## config.mk

```make
export PLATFORM = sky130hd
export DESIGN_NAME = fifo_cache_replacement_core
export DESIGN_NICKNAME = d
export VERILOG_FILES = /design/src/rtl/fcr_pkg.sv /design/src/rtl/fifo_cache_replacement_core.sv /design/src/rtl/fcr_ram.sv /design/src/rtl/fcr_ctrl.sv /design/src/rtl/fcr_datapath.sv
export SDC_FILE = /design/constraint.sdc
export NUM_CORES = 2
export LEC_CHECK = 0
export BUFFER_PORTS_ARGS = -buffer_cell sky130_fd_sc_hd__buf_4
export CORE_ASPECT_RATIO = 0.75
export CORE_MARGIN = 5
export CORE_UTILIZATION = 29
export DETAILED_ROUTE_END_ITERATION = 16
export PLACE_DENSITY = 0.45
export RECOVER_POWER = 100
export REMOVE_ABC_BUFFERS = 1
export SYNTH_ARGS = -nofsm -noshare
export SYNTH_HDL_FRONTEND = slang
export SYNTH_SLANG_ARGS = --single-unit
```

## constraint.sdc

```tcl
create_clock -name clk -period 46.7 [get_ports clk]
set_input_delay 9.34 -clock clk [delete_from_list [all_inputs] [get_ports clk]]
set_output_delay 9.34 -clock clk [all_outputs]
set_load 0.02 [all_outputs]
```

## src/rtl/fcr_pkg.sv

```systemverilog
`default_nettype none

package fcr_pkg;

  // Fixed field widths of the stream payload
  localparam int unsigned IDW       = 10;  // word identifier
  localparam int unsigned CNTW      = 32;  // miss counter
  localparam int unsigned CAPW      = 8;   // capacity register
  localparam int unsigned IN_TDW    = 16;
  localparam int unsigned OUT_TDW   = 48;
  localparam int unsigned OUT_TUW   = 2;

  localparam logic [CAPW-1:0] CAP_RESET = 8'd128;

  // Defaults for the top-level parameters
  localparam int unsigned DEF_WORD_SPACE = 1024;
  localparam int unsigned DEF_RING_DEPTH = 128;

  // Fraction bits of the reciprocal used for the word-space reduction
  localparam int unsigned RECIP_SHIFT = 20;

  typedef enum logic [2:0] {
    ST_CLEAR,
    ST_IDLE,
    ST_REDUCE,
    ST_LOOKUP,
    ST_DECIDE,
    ST_APPEND,
    ST_DONE
  } fcr_state_t;

  typedef struct packed {
    logic clear;   // clear one presence entry
    logic accept;  // capture the incoming beat
    logic reduce;  // finish the word-space reduction
    logic lookup;  // read presence map and oldest ring slot
    logic decide;  // hit/miss, eviction
    logic append;  // mark present, write ring tail
    logic load;    // move result into the output register
  } fcr_cmd_t;

  typedef struct packed {
    logic clr_last;
    logic hit;
    logic out_free;
  } fcr_sts_t;

endpackage

`default_nettype wire

```

## src/rtl/fifo_cache_replacement_core.sv

```systemverilog
// Channel  Direction  tdata (low bit up)                          tuser (low bit up)
// in_      slave      word_id[9:0], zero pad to 16               -
// out_     master     evicted_word[9:0], miss_total[41:10],      is_miss[0], did_evict[1]
//                     zero pad to 48
// cfg_     write      cfg_wdata = cache_capacity[7:0]            -
//
// A hit passes through reduce, look up and decide to reach the output register, and a
// miss also through append; the next beat is taken once the result is loaded.
// Reset clears the presence map entry by entry with in_tready low;
// configuration writes are taken at any time.
// A stalled result holds in the output register; the next beat is still accepted
// and processed, then waits in the done step until the register frees.
`default_nettype none

module fifo_cache_replacement_core import fcr_pkg::*; #(
  parameter int unsigned WORD_SPACE = DEF_WORD_SPACE,
  parameter int unsigned RING_DEPTH = DEF_RING_DEPTH
) (
  input  wire logic               clk,
  input  wire logic               rst_n,
  input  wire logic               in_tvalid,
  output logic                    in_tready,
  input  wire logic [IN_TDW-1:0]  in_tdata,   // word_id[9:0]
  output logic                    out_tvalid,
  input  wire logic               out_tready,
  output logic [OUT_TDW-1:0]      out_tdata,  // evicted_word[9:0], miss_total[41:10]
  output logic [OUT_TUW-1:0]      out_tuser,  // is_miss[0], did_evict[1]
  input  wire logic               cfg_we,
  input  wire logic [CAPW-1:0]    cfg_wdata
);

  fcr_cmd_t cmd;
  fcr_sts_t sts;

  // Sequence each reference: reduce, look up, decide, append on a miss, deliver
  fcr_ctrl u_ctrl (
    .clk       (clk),
    .rst_n     (rst_n),
    .in_tvalid (in_tvalid),
    .in_tready (in_tready),
    .sts       (sts),
    .cmd       (cmd)
  );

  // Hold the presence map, the resident ring, counters and the output register
  fcr_datapath #(
    .WORD_SPACE (WORD_SPACE),
    .RING_DEPTH (RING_DEPTH)
  ) u_dp (
    .clk        (clk),
    .rst_n      (rst_n),
    .cmd        (cmd),
    .sts        (sts),
    .in_word    (in_tdata[IDW-1:0]),
    .cfg_we     (cfg_we),
    .cfg_wdata  (cfg_wdata),
    .out_tvalid (out_tvalid),
    .out_tready (out_tready),
    .out_tdata  (out_tdata),
    .out_tuser  (out_tuser)
  );

endmodule

`default_nettype wire

```

## src/rtl/fcr_ram.sv

```systemverilog
`default_nettype none

module fcr_ram #(
  parameter int unsigned WIDTH = 1,
  parameter int unsigned DEPTH = 2,
  localparam int unsigned AW = (DEPTH > 1) ? $clog2(DEPTH) : 1
) (
  input  wire logic             clk,
  input  wire logic             wr_en,
  input  wire logic [AW-1:0]    wr_addr,
  input  wire logic [WIDTH-1:0] wr_data,
  input  wire logic             rd_en,
  input  wire logic [AW-1:0]    rd_addr,
  output logic      [WIDTH-1:0] rd_data
);

  logic [WIDTH-1:0] mem_r [DEPTH];
  logic [WIDTH-1:0] rd_data_r;

  always_ff @(posedge clk) begin
    if (wr_en) begin
      mem_r[wr_addr] <= wr_data;
    end
    if (rd_en) begin
      rd_data_r <= mem_r[rd_addr];
    end
  end

  assign rd_data = rd_data_r;

endmodule

`default_nettype wire

```

## src/rtl/fcr_ctrl.sv

```systemverilog
`default_nettype none

module fcr_ctrl import fcr_pkg::*; (
  input  wire logic     clk,
  input  wire logic     rst_n,
  input  wire logic     in_tvalid,
  output logic          in_tready,
  input  wire fcr_sts_t sts,
  output fcr_cmd_t      cmd
);

  fcr_state_t state_r, state_nxt;

  always_ff @(posedge clk) begin
    if (!rst_n) begin
      state_r <= ST_CLEAR;
    end else begin
      state_r <= state_nxt;
    end
  end

  always_comb begin
    state_nxt = state_r;
    unique case (state_r)
      ST_CLEAR:  if (sts.clr_last) state_nxt = ST_IDLE;
      ST_IDLE:   if (in_tvalid) state_nxt = ST_REDUCE;
      ST_REDUCE: state_nxt = ST_LOOKUP;
      ST_LOOKUP: state_nxt = ST_DECIDE;
      ST_DECIDE: state_nxt = sts.hit ? ST_DONE : ST_APPEND;
      ST_APPEND: state_nxt = ST_DONE;
      ST_DONE:   if (sts.out_free) state_nxt = ST_IDLE;
      default:   state_nxt = ST_CLEAR;
    endcase
  end

  always_comb begin
    cmd       = '0;
    in_tready = 1'b0;
    unique case (state_r)
      ST_CLEAR:  cmd.clear = 1'b1;
      ST_IDLE: begin
        in_tready  = 1'b1;
        cmd.accept = in_tvalid;
      end
      ST_REDUCE: cmd.reduce = 1'b1;
      ST_LOOKUP: cmd.lookup = 1'b1;
      ST_DECIDE: cmd.decide = 1'b1;
      ST_APPEND: cmd.append = 1'b1;
      ST_DONE:   cmd.load   = sts.out_free;
      default:   cmd        = '0;
    endcase
  end

endmodule

`default_nettype wire

```

## src/rtl/fcr_datapath.sv

```systemverilog
`default_nettype none

module fcr_datapath import fcr_pkg::*; #(
  parameter int unsigned WORD_SPACE = DEF_WORD_SPACE,
  parameter int unsigned RING_DEPTH = DEF_RING_DEPTH
) (
  input  wire logic                clk,
  input  wire logic                rst_n,
  input  wire fcr_cmd_t            cmd,
  output fcr_sts_t                 sts,
  input  wire logic [IDW-1:0]      in_word,
  input  wire logic                cfg_we,
  input  wire logic [CAPW-1:0]     cfg_wdata,
  output logic                     out_tvalid,
  input  wire logic                out_tready,
  output logic [OUT_TDW-1:0]       out_tdata,
  output logic [OUT_TUW-1:0]       out_tuser
);

  localparam int unsigned WAW   = $clog2(WORD_SPACE);
  localparam int unsigned RAW   = (RING_DEPTH > 1) ? $clog2(RING_DEPTH) : 1;
  localparam int unsigned OCW   = $clog2(RING_DEPTH + 1);
  localparam int unsigned CMPW  = (OCW > CAPW) ? OCW : CAPW;
  localparam int unsigned SUMW  = OCW + 1;
  localparam int unsigned PRW   = IDW + RECIP_SHIFT;
  localparam int unsigned WSW   = $clog2(WORD_SPACE + 1);
  localparam int unsigned QWW   = IDW + WSW;
  localparam int unsigned RECIP = (1 << RECIP_SHIFT) / WORD_SPACE;

  // Control state
  logic [WAW-1:0]  clr_r, clr_nxt;
  logic [RAW-1:0]  oldest_r, oldest_nxt;
  logic [OCW-1:0]  occ_r, occ_nxt;
  logic [CNTW-1:0] miss_r, miss_nxt;
  logic [CAPW-1:0] cap_r;
  logic            out_valid_r;

  // Payload
  logic [IDW-1:0]  word_r;
  logic [IDW-1:0]  quot_r;
  logic [WAW-1:0]  idx_r, idx_nxt;
  logic            res_miss_r, res_evict_r;
  logic [IDW-1:0]  res_victim_r;
  logic [CNTW-1:0] res_total_r;
  logic            out_miss_r, out_evict_r;
  logic [IDW-1:0]  out_victim_r;
  logic [CNTW-1:0] out_total_r;

  logic [PRW-1:0]  recip_prod;
  logic [QWW-1:0]  quot_mul, rem_est, rem_fix;
  logic [CMPW-1:0] cap_z, eff_cap;
  logic            evict;
  logic [SUMW-1:0] tail_sum;
  logic [RAW-1:0]  tail;
  logic            pres_q;
  logic [WAW-1:0]  ring_q;

  logic            pm_we, pm_wdata;
  logic [WAW-1:0]  pm_waddr;

  // word mod WORD_SPACE: reciprocal estimate is exact or one low
  assign recip_prod = PRW'(in_word) * PRW'(RECIP);
  assign quot_mul   = QWW'(quot_r) * QWW'(WORD_SPACE);
  assign rem_est    = QWW'(word_r) - quot_mul;
  assign rem_fix    = (rem_est >= QWW'(WORD_SPACE)) ? rem_est - QWW'(WORD_SPACE) : rem_est;
  assign idx_nxt    = WAW'(rem_fix);

  always_comb begin
    cap_z = CMPW'(cap_r);
    priority if (cap_z == '0) begin
      eff_cap = CMPW'(1);
    end else if (cap_z > CMPW'(RING_DEPTH)) begin
      eff_cap = CMPW'(RING_DEPTH);
    end else begin
      eff_cap = cap_z;
    end
  end

  assign evict = CMPW'(occ_r) >= eff_cap;

  assign tail_sum = SUMW'(oldest_r) + SUMW'(occ_r);
  assign tail     = (tail_sum >= SUMW'(RING_DEPTH)) ? RAW'(tail_sum - SUMW'(RING_DEPTH))
                                                  : RAW'(tail_sum);

  always_comb begin
    pm_we    = cmd.clear | cmd.append | (cmd.decide & ~pres_q & evict);
    pm_wdata = cmd.append;
    priority if (cmd.clear) begin
      pm_waddr = clr_r;
    end else if (cmd.decide) begin
      pm_waddr = ring_q;
    end else begin
      pm_waddr = idx_r;
    end
  end

  fcr_ram #(.WIDTH(1), .DEPTH(WORD_SPACE)) u_presence (
    .clk     (clk),
    .wr_en   (pm_we),
    .wr_addr (pm_waddr),
    .wr_data (pm_wdata),
    .rd_en   (cmd.lookup),
    .rd_addr (idx_r),
    .rd_data (pres_q)
  );

  fcr_ram #(.WIDTH(WAW), .DEPTH(RING_DEPTH)) u_ring (
    .clk     (clk),
    .wr_en   (cmd.append),
    .wr_addr (tail),
    .wr_data (idx_r),
    .rd_en   (cmd.lookup),
    .rd_addr (oldest_r),
    .rd_data (ring_q)
  );

  always_comb begin
    clr_nxt    = cmd.clear ? clr_r + WAW'(1) : clr_r;
    oldest_nxt = oldest_r;
    occ_nxt    = occ_r;
    miss_nxt   = miss_r;
    if (cmd.decide && !pres_q) begin
      if (miss_r != '1) begin
        miss_nxt = miss_r + CNTW'(1);
      end
      if (evict) begin
        oldest_nxt = (oldest_r == RAW'(RING_DEPTH - 1)) ? '0 : oldest_r + RAW'(1);
        occ_nxt    = occ_r - OCW'(1);
      end
    end
    if (cmd.append) begin
      occ_nxt = occ_r + OCW'(1);
    end
  end

  always_ff @(posedge clk) begin
    if (!rst_n) begin
      clr_r       <= '0;
      oldest_r    <= '0;
      occ_r       <= '0;
      miss_r      <= '0;
      cap_r       <= CAP_RESET;
      out_valid_r <= 1'b0;
    end else begin
      clr_r    <= clr_nxt;
      oldest_r <= oldest_nxt;
      occ_r    <= occ_nxt;
      miss_r   <= miss_nxt;
      if (cfg_we) begin
        cap_r <= cfg_wdata;
      end
      priority if (cmd.load) begin
        out_valid_r <= 1'b1;
      end else if (out_tready) begin
        out_valid_r <= 1'b0;
      end
    end
  end

  always_ff @(posedge clk) begin
    if (cmd.accept) begin
      word_r <= in_word;
      quot_r <= recip_prod[PRW-1:RECIP_SHIFT];
    end
    if (cmd.reduce) begin
      idx_r <= idx_nxt;
    end
    if (cmd.decide) begin
      res_miss_r   <= ~pres_q;
      res_evict_r  <= ~pres_q & evict;
      res_victim_r <= (~pres_q & evict) ? IDW'(ring_q) : '0;
      res_total_r  <= miss_nxt;
    end
    if (cmd.load) begin
      out_miss_r   <= res_miss_r;
      out_evict_r  <= res_evict_r;
      out_victim_r <= res_victim_r;
      out_total_r  <= res_total_r;
    end
  end

  assign sts.clr_last = (clr_r == WAW'(WORD_SPACE - 1));
  assign sts.hit      = pres_q;
  assign sts.out_free = ~out_valid_r | out_tready;

  assign out_tvalid = out_valid_r;
  assign out_tuser  = {out_evict_r, out_miss_r};
  assign out_tdata  = {{(OUT_TDW - IDW - CNTW){1'b0}}, out_total_r, out_victim_r};

endmodule

`default_nettype wire

```

==> results.sh <==
export IMPL_setup_tns_ns=0
export IMPL_yosys_warnings=0
export IMPL_area_delta_synth_final_pct=13.3
export IMPL_holdPathStages=0
export IMPL_setup_violations=0
export IMPL_num_vias=55300
export IMPL_layout_commonest_cell="edfxtp_1"
export IMPL_r2r_cells=10
export IMPL_crit_required_ns=47.17
export IMPL_status="complete, but fails checks"
export IMPL_drv_slew=4690
export IMPL_crit_fanout=225
export IMPL_r2r_start="u_ctrl.state_r[2]$_SDFFE_PN0P_"
export IMPL_start_util_pct=29.1
export IMPL_track_usage_pct=16.0
export IMPL_reg2reg_setup_slack_ns=22.75
export IMPL_maxCapViolations=66
export IMPL_drive_above_1_share_pct=20.2
export IMPL_yosysUniqueCellTypes=74
export IMPL_synth_avg_cell_area_um2=17.9
export IMPL_min_from="u_dp.word_r[0]$_DFFE_PP_"
export IMPL_hold_end="u_dp.idx_r[0]$_DFFE_PN_"
export IMPL_synth_area_um2=103000
export IMPL_avgRoutedWirePerCell_um=28.5
export IMPL_hp_class="register to register"
export IMPL_cp_end_kind="register"
export IMPL_p_leak_uw=0.0311
export IMPL_core_area_um2=353000
export IMPL_h_tree_depth=5
export IMPL_grt_overflow=0
export IMPL_use_met1_pct=24.7
export IMPL_rsz0062_at_grt="false"
export IMPL_clock_fmax_mhz=41.7
export IMPL_design_portCount=81
export IMPL_async_flop_share_pct=0
export IMPL_cp_slowest_cell="clkbuf_1"
export IMPL_fin_skew_ns=0.0436
export IMPL_grt_max_degree=226
export IMPL_fin_crit_ns=23.95
export IMPL_ys_seq_elements=2492
export IMPL_cts_tree="yes"
export IMPL_synth_ff_type="edfxtp_1"
export IMPL_path_class="register to register"
export IMPL_syn_inst=5752
export IMPL_hold_ws_ns=0.418
export IMPL_post_dp_hpwl_um=175000
export IMPL_slowest_delay_ns=6.95
export IMPL_port_buffers=68
export IMPL_die_y_um=526
export IMPL_grtUsageMet3_pct=2.54
export IMPL_crit_top_cell="clkbuf_1"
export IMPL_root_buffer="clkbuf_16"
export IMPL_slew_headroom_pct=-562
export IMPL_antenna_found_initial=29
export IMPL_worstSkewPairLatency_ns=0.85
export IMPL_nNetsFinal=5770
export IMPL_grt_pass1_vias=55200
export IMPL_drc_errors=0
export IMPL_vdd_drop_max_uv=26.0
export IMPL_grt_pass1_wl_um=427000
export IMPL_finalWirelength_um=302000
export IMPL_worst_pin_slew_ns=9.93
export IMPL_die_width_um=698
export IMPL_first_pass_iters=6
export IMPL_vias_per_cell=5.22
export IMPL_grt_use_met2_pct=23.5
export IMPL_violations="capacitance limit, slew limit"
export IMPL_cts_resized_gates=0
export IMPL_ys_seq_area_share_pct=72.1
export IMPL_p_total_uw=4630
export IMPL_fill_cells=33900
export IMPL_min_period_over_period_pct=51.3
export IMPL_crit_family="buffers and inverters"
export IMPL_cts_buffers_inserted=283
export IMPL_crit_chain="clkbuf_1 > nand3b_1 > clkbuf_1 > clkinvlp_2 > nor3_1 > clkbuf_1 > clkbuf_1 > clkbuf_1 > clkbuf_1 > nor3_1"
export IMPL_layout_common_cells="2423 x edfxtp_1, 1053 x nor3_1, 654 x mux4_2"
export IMPL_startpoint_type="register"
export IMPL_final_antenna_net_count=0
export IMPL_drt_iter0_drc=6378
export IMPL_hold_viol=0
export IMPL_cp_buffers_inverters=7
export IMPL_r2r_end="u_dp.u_presence.mem_r[475]$_DFFE_PP_"
export IMPL_gp_congestion=0.773
export IMPL_dieArea_um2=367000
export IMPL_hold_buffers=0
export IMPL_critPathArrivalTime_ns=24.42
export IMPL_post_cts_buffers=0
export IMPL_clk_pin_slew_ns=0.06
export IMPL_clock_tree_buffer_depth=4
export IMPL_synth_edf_count=2423
export IMPL_clock_sinks=2492
export IMPL_grt_busiest_layer="met1"
export IMPL_power_density_nw_per_um2=39.8
export IMPL_rows=189
[state kept, by name, summed over array words and instances (netlist names), 8 cells and up]
name                   count
u_dp.cap_r                 8
u_dp.clr_r                10
u_dp.idx_r                10
u_dp.miss_r               32
u_dp.occ_r                 8
u_dp.out_total_r          32
u_dp.out_victim_r         10
u_dp.res_total_r          32
u_dp.res_victim_r         10
u_dp.u_presence.mem_r   1024
u_dp.u_ring.mem_r       1280
u_dp.u_ring.rd_data       10
u_dp.word_r               10
[where the power goes]
group | internal, uW | total (uW) | switching [uW]
clock network | 1300 | 2190 | 898
registers | 2420 | 2420 | 0.840
logic | 4.14 | 23.6 | 19.5
[per-stage QoR]
step / worst slack [ns] / util [%] / std cells / area, um2
detailed placement: 35.42 / 30.6 / 10100 / 108000
CTS: 34.99 / 33.1 / 10600 / 117000
global placement: 35.45 / 30.6 / 10100 / 108000
floorplan: -107.52 / - / 5223 / 100000
finish: 22.75 / 33.0 / 10600 / 117000
global route: 20.37 / 33.0 / 10600 / 117000
[synthesized netlist by cell type (all sizes together) (5+ instances only)]
| master | instances | share of area, % |
|---|---|---|
| nor3 | 1055 | 5.1 |
| o22ai | 22 | 0.13 |
| nand3 | 56 | 0.27 |
| and4 | 5 | 0.043 |
| xnor2 | 47 | 0.40 |
| o211ai | 6 | 0.044 |
| buf | 209 | 1.2 |
| nor4 | 13 | 0.085 |
| xor2 | 14 | 0.12 |
| and3 | 10 | 0.061 |
| nand2 | 135 | 0.49 |
| ha | 23 | 0.28 |
| nand3b | 5 | 0.037 |
| a22o | 7 | 0.060 |
| nor2b | 10 | 0.061 |
| mux2 | 17 | 0.19 |
| o21ai | 26 | 0.13 |
| dfxtp | 69 | 1.3 |
| mux4 | 654 | 14 |
| clkbuf | 325 | 1.2 |
| or3 | 5 | 0.030 |
| nor2 | 220 | 0.80 |
| a31oi | 6 | 0.037 |
| mux2i | 83 | 0.81 |
| and2 | 50 | 0.30 |
| nand2b | 10 | 0.061 |
| a22oi | 51 | 0.37 |
| nand4 | 22 | 0.13 |
| edfxtp | 2423 | 71 |
| a211oi | 19 | 0.14 |
| inv | 21 | 0.077 |
| a21o | 16 | 0.12 |
| a21oi | 55 | 0.27 |
[logic make-up (layout without fill, tap and decap cells)]
logic type | after synthesis | in the layout | synth area share, %
AND/OR/NAND/NOR | 1618 | 1618 | 7.70
XOR/XNOR | 61 | 61 | 0.520
AO/OA/AOI/OAI | 245 | 245 | 1.61
other | 1 | 12 | 0.00365
multiplexers | 754 | 754 | 15.3
flip-flops | 2492 | 2492 | 72.1
buffers and inverters | 556 | 716 | 2.42
adder cells (fa/ha/maj) | 25 | 25 | 0.319
[cell type report]
type                    instances  area, um2  area share (%)
inverters                      22       83.8          0.0719
multi-input cells            2709      26300            22.6
diodes                          6       15.0          0.0129
clock inverters               130       1370            1.18
clock buffers                 356       7600            6.52
repair buffers                208       1120           0.963
flip-flops and latches       2492      74200            63.6
well taps                    4679       5850            5.02
[routing by layer]
layer  wire length (um)  up-vias
li1                   -    23300
met1             144000    29900
met2             132000     1759
met3              19200      388
met4               6940        0
met5                  0        -
[how the worst max path moves through the flow]
stage	start	to	depth (start not counted)
6_report	u_ctrl.state_r[2]$_SDFFE_PN0P_	u_dp.u_presence.mem_r[475]$_DFFE_PP_	10
3_5_place_dp	out_tready	u_dp.out_total_r[10]$_DFFE_PP_	5
2_1_floorplan	u_ctrl.state_r[2]$_SDFFE_PN0P_	u_dp.u_presence.mem_r[0]$_DFFE_PP_	4
3_3_place_gp	out_tready	u_dp.out_total_r[10]$_DFFE_PP_	5
4_1_cts	u_ctrl.state_r[0]$_SDFFE_PN0P_	in_tready	2
5_1_grt	u_ctrl.state_r[2]$_SDFFE_PN0P_	u_dp.u_presence.mem_r[291]$_DFFE_PP_	10
Note: power is estimated with default switching activity, not from simulation.
